$ cat config.mk
export PLATFORM = sky130hd
export DESIGN_NAME = ssrcl_track
export DESIGN_NICKNAME = d
export VERILOG_FILES = /design/src/rtl/core/ssrcl_pkg.sv /design/src/rtl/core/ssrcl_track.sv
export SDC_FILE = /design/constraint.sdc
export NUM_CORES = 1
export LEC_CHECK = 0
export CAP_MARGIN = 25
export CORE_MARGIN = 3
export CORE_UTILIZATION = 55
export DETAILED_ROUTE_END_ITERATION = 10
export DONT_BUFFER_PORTS = 1
export PLACE_DENSITY = 0.7
export SETUP_SLACK_MARGIN = 0.2
export SLEW_MARGIN = 20
export SYNTH_ARGS = -nofsm -noshare
export SYNTH_HDL_FRONTEND = slang
export SYNTH_SLANG_ARGS = --single-unit
$ cat constraint.sdc
create_clock -name vclk -period 5.35
set_clock_uncertainty 0.2 [all_clocks]
set_input_delay 0.535 -clock vclk [all_inputs]
set_output_delay 0.535 -clock vclk [all_outputs]
set_load 0.05 [all_outputs]
$ cat src/rtl/core/ssrcl_pkg.sv
// Shared types and constants for the shared RAM with undo log.
package ssrcl_pkg;

	localparam int MEM_BYTES = 4096;
	localparam int ADDR_BITS = $clog2(MEM_BYTES);
	localparam int MAX_ACCESS_BYTES = 4;
	localparam int TIME_BITS = 48;
	localparam int REQUESTER_BITS = 8;

	typedef enum logic [2:0] {
		OP_READ     = 3'd0,
		OP_WRITE    = 3'd1,
		OP_PEEK     = 3'd2,
		OP_POKE     = 3'd3,
		OP_LOCK     = 3'd4,
		OP_UNLOCK   = 3'd5,
		OP_COMMIT   = 3'd6,
		OP_ROLLBACK = 3'd7
	} op_t;

	typedef struct packed {
		logic [2:0]  operation;
		logic [11:0] address;
		logic [2:0]  byte_count;
		logic [31:0] write_data;
		logic [7:0]  requester;
		logic [47:0] access_time;
		logic [15:0] access_context;
		logic [12:0] range_length;
	} in_t;

	typedef struct packed {
		logic [7:0]  read_byte;
		logic [1:0]  byte_index;
		logic        rollback_request;
		logic [7:0]  rollback_requester;
		logic [47:0] rollback_time;
		logic [15:0] rollback_context;
		logic        last;
	} out_t;

	// log entry as kept in memory
	typedef struct packed {
		logic                      written;
		logic                      shared;
		logic [7:0]                old_byte;
		logic [REQUESTER_BITS-1:0] requester;
		logic [TIME_BITS-1:0]      time_val;
		logic [15:0]               context_tag;
	} log_entry_t;

	typedef enum logic [3:0] {
		ST_INIT,
		ST_IDLE,
		ST_RD,
		ST_UPD,
		ST_OUT,
		ST_SWEEP,
		ST_CLR,
		ST_RB_RD,
		ST_RB_WR
	} state_t;

endpackage

$ cat src/rtl/core/ssrcl_track.sv
// Log update unit: merges one byte access into its log entry.
module ssrcl_track
	import ssrcl_pkg::*;
(
	input  logic                      valid_in,
	input  log_entry_t                entry,
	input  logic                      is_write,
	input  logic [7:0]                cur_byte,
	input  logic [REQUESTER_BITS-1:0] requester,
	input  logic [TIME_BITS-1:0]      access_time,
	input  logic [15:0]               access_context,
	output log_entry_t                next_entry,
	output logic                      rollback
);
	logic shared;

	always_comb begin
		next_entry = entry;
		rollback = 1'b0;
		shared = entry.shared | (entry.requester != requester);
		if (!valid_in) begin
			next_entry.written = is_write;
			next_entry.shared = 1'b0;
			next_entry.old_byte = cur_byte;
			next_entry.requester = requester;
			next_entry.time_val = access_time;
			next_entry.context_tag = access_context;
		end else begin
			next_entry.written = entry.written | is_write;
			next_entry.shared = shared;
			if (shared && access_time > entry.time_val) begin
				next_entry.time_val = access_time;
				next_entry.requester = requester;
			end
			rollback = shared & next_entry.written;
		end
	end
endmodule

# == After elaboration in Yosys (flattened, before gate mapping) ==
# Index checks and enable logic that the tools add are counted.
# W data, S select, Z words.
# word_totals
regBits,0
inputBits,164
output_inout_bits,83
word_cells,12
# op_classes
magnitude_cmp,1
eq_ne,1
mux,6
n_bitwise,3
reduce_logical,1
# ops
op,n
$mux W56,2
$gt A48 B48 Y1,1
$mux W16,1
$mux W8,1
$ne A8 B8 Y1,1
$mux W2,1
$or A1 B1 Y1,2
$and A1 B1 Y1,1
$logic_and A1 B1 Y1,1
$mux W1,1

# == Longest topological paths before layout ==
# depth
ltp_word,5
depth_mapped,11
depth_no_buf,8

# == Least setup slack after synthesis ==
# Ideal clock, no wire load.
# synth_path
path_kind,input port to output port
startpoint,in entry[51] in the netlist's numbering
endpoint,out next_entry[62] in the netlist's numbering
arrival_time_ns,3.010
t_required_ns,4.615
path_slack_ns,1.605
cell_stages,10
path_buffers,2
path_cell_list,inv_1 ha_1 a21oi_1 o21ai_1 a221o_1 a2111o_1 buf_6 buf_6 or4_1 nand3_1
# synth_lines
item,line_no,text
from (decl),ssrcl_track.sv:6,"input log_entry_t entry,"
to (decl),ssrcl_track.sv:12,"output log_entry_t next_entry,"

==> summary.md <==
| Metric | Value |
|---|---|
| Min-Delay Path Class | `in2out` |
| Post_cts resized | `0` |
| Via count | `5204` |
| Number of global-route vias before repair | `4616` |
| Mean Syn Cell Area | `6.45 sq um` |
| RSZ-0062 raised after global routing | `false` |
| Combinational power share | `100.0%` |
| Sequential share of power | `0%` |
| Crit path cell chain | `inv_1, ha_1, a21oi_1, o21ai_1, a221o_1, a2111o_2, buf_4, or4_1, nand3_1` |
| Crit path kind | `in2out` |
| Minimum clock period | `4.32 ns` |
| Pre-CTS setup slack | `1.07 ns` |
| Drt first pass iters | `5` |
| Core area | `0.00749 sq mm` |
| Setup TNS | `0 ns` |
| Final setup viols | `0` |
| Post-DRT Antenna Nets | `0` |
| Slowest CP cell | `a2111o_2` |
| Post-Route WL | `14.2 mm` |
| Post-cts hold buffer count | `0` |
| Layout overhead on the synthesized area | `-0.687%` |
| Period utilization | `80.7%` |
| Number of distinct library cells after synthesis | `35` |
| Initial antenna violation count | `0` |
| Global-route wire length before repair | `22.6 mm` |
| Top-area cell type share of the netlist area | `13.7%` |
| Final Hold Fails | `0` |
| Post-route DRC | `0` |
| Critical Path AT | `3.58 ns` |
| Cell-internal power | `0.000126 W` |
| Die span in x | `95.2 microns` |
| Required @ worst endpoint | `4.62 ns` |
| ANT cells | `0` |
| Hpwl dp | `10.4 mm` |
| Tightest Pin Transition | `0.911 ns` |
| Placer congestion estimate | `0.852` |
| Crit end category | `output port` |
| Max Cap Viol | `0` |
| CP bufs+invs | `2` |
| Syn nets | `890` |
| FP Rows | `31` |
| Power Total | `0.000516 W` |
| Initial Util | `58.4%` |
| IO Port Bufs | `0` |
| DR WL/cell | `20.0 microns` |
| P_leak | `1.72 nW` |
| Gr usage total | `29.3%` |
| Cell accounting for the most synthesized area | `ha_1` |
| Largest net degree at the start of global routing | `139` |
| Mapped cell area | `0.00437 sq mm` |
| DIE HEIGHT | `95.2 microns` |
| Register area | `0 sq um` |
| Synth warn | `0` |
| Most frequent cell after synthesis | `a21oi_1` |
| Seq_cells | `0` |
| CP max stage delay | `0.74 ns` |
| Synth Instances | `678` |
| Fmax | `232 MHz` |
| Layout cells sized above 1 | `6.70%` |
| Fin cells | `711` |
| Clock Power Share | `0%` |
| CP delay by family, top | `compound AO/OA/AOI/OAI gates` |
| Slew Limit Fails | `0` |
| Postcts setup bufs | `0` |
| Vias/cell | `7.32` |
| I/O pins | `247` |
| Placed cell count | `710` |
| Clock buffer count | `0` |
| Max-Slew Margin vs Limit | `39.2%` |
| Worst Path Max Fanout | `46` |
| Sequential element share of the synthesized area | `0%` |
| Die Area | `0.00906 sq mm` |
| Pwr dens | `119 mW/mm^2` |
| GRT Residual Overflow | `0` |
| Fillcell total | `734` |
| Total Nets Final | `826` |
| Peak supply drop | `0.0000611 V` |
| Synth cell count leaders | `a21oi_1 (74), clkbuf_1 (66), nand2_1 (66)` |
| Worst Slack Setup Final | `1.03 ns` |
| Sw Ratio | `75.6%` |
| Switching power | `0.000390 W` |
| Initial DRC count | `362` |
| Synth top area cells | `ha_1 (14%), a311oi_1 (11%), o211ai_1 (9.8%)` |
| Worst setup SP type | `primary input` |
| Status | `completed` |
cell families (layout without fill, tap and decap cells):
| kind of cell | count (synthesis) | count (layout) | synth area share (%) |
|---|---|---|---|
| AND/OR/NAND/NOR | 268 | 268 | 34.6 |
| adder cells (fa/ha/maj) | 48 | 48 | 13.7 |
| multiplexers | 24 | 24 | 6.18 |
| AO/OA/AOI/OAI | 204 | 204 | 32.5 |
| XOR/XNOR | 8 | 8 | 1.60 |
| buffers and inverters | 126 | 60 | 11.4 |
through the flow:
stage | hold WS (ns) | cell area (sq um) | utilization [%]
4_1_cts | 1.17 | 4320 | 57.6
3_5_place_dp | 1.17 | 4320 | 57.6
2_1_floorplan | 1.17 | 4370 | -
5_1_grt | 1.17 | 4340 | 58.0
3_3_place_gp | 1.17 | 4270 | 57.1
6_report | 1.17 | 4340 | 58.0
final cells by class:
type	count	area [sq um]	area share, %
inverter	49	184	4.24
multi-input combinational	552	3890	89.6
tap	99	124	2.85
timing repair buffer	11	143	3.28
power by group through the flow:
stage / combinational (W) / sequential [W] / clock, W
after detailed placement: 0.000515 / 0 / 0
after CTS: 0.000517 / 0 / 0
final: 0.000516 / 0 / 0
after global routing: 0.000556 / 0 / 0
after floorplan: 0.000485 / 0 / 0
after global placement: 0.000505 / 0 / 0
layer usage:
layer / GRT usage, % / part of all wire (%)
met5: 0 / 0
met4: 9.13 / 2.9
met3: 8.21 / 10
met2: 49.5 / 50
met1: 35.7 / 37
worst paths after layout:
check              startpoint              to  slack (ns)  cells after the start
hold / removal    cur_byte[3]  next_entry[75]        1.17                      1
setup / recovery    entry[51]  next_entry[39]        1.03                      9
cell usage in the layout, fill, tap and decap left out:
cell	n
or3_1	1
nor2_1	2
buf_12	1
and4bb_2	1
nor2b_1	57
o211ai_1	57
xor2_1	1
a21o_1	6
a311oi_1	56
inv_1	49
or4_2	1
and4_1	4
ha_1	48
o21a_1	1
a2111o_2	1
buf_8	1
nand2_1	66
o21ai_1	1
a221o_1	1
nand4_1	10
xnor2_1	7
nor3_1	2
and2_4	1
buf_16	2
nor4_1	1
and2_1	1
and3_1	1
a221oi_1	2
o22ai_4	1
nand3_1	64
o41a_2	1
a21oi_1	74
or4_1	56
mux2_2	24
buf_4	7
o21ai_0	2
a211oi_1	1
Power figures use the tool's default switching activity.
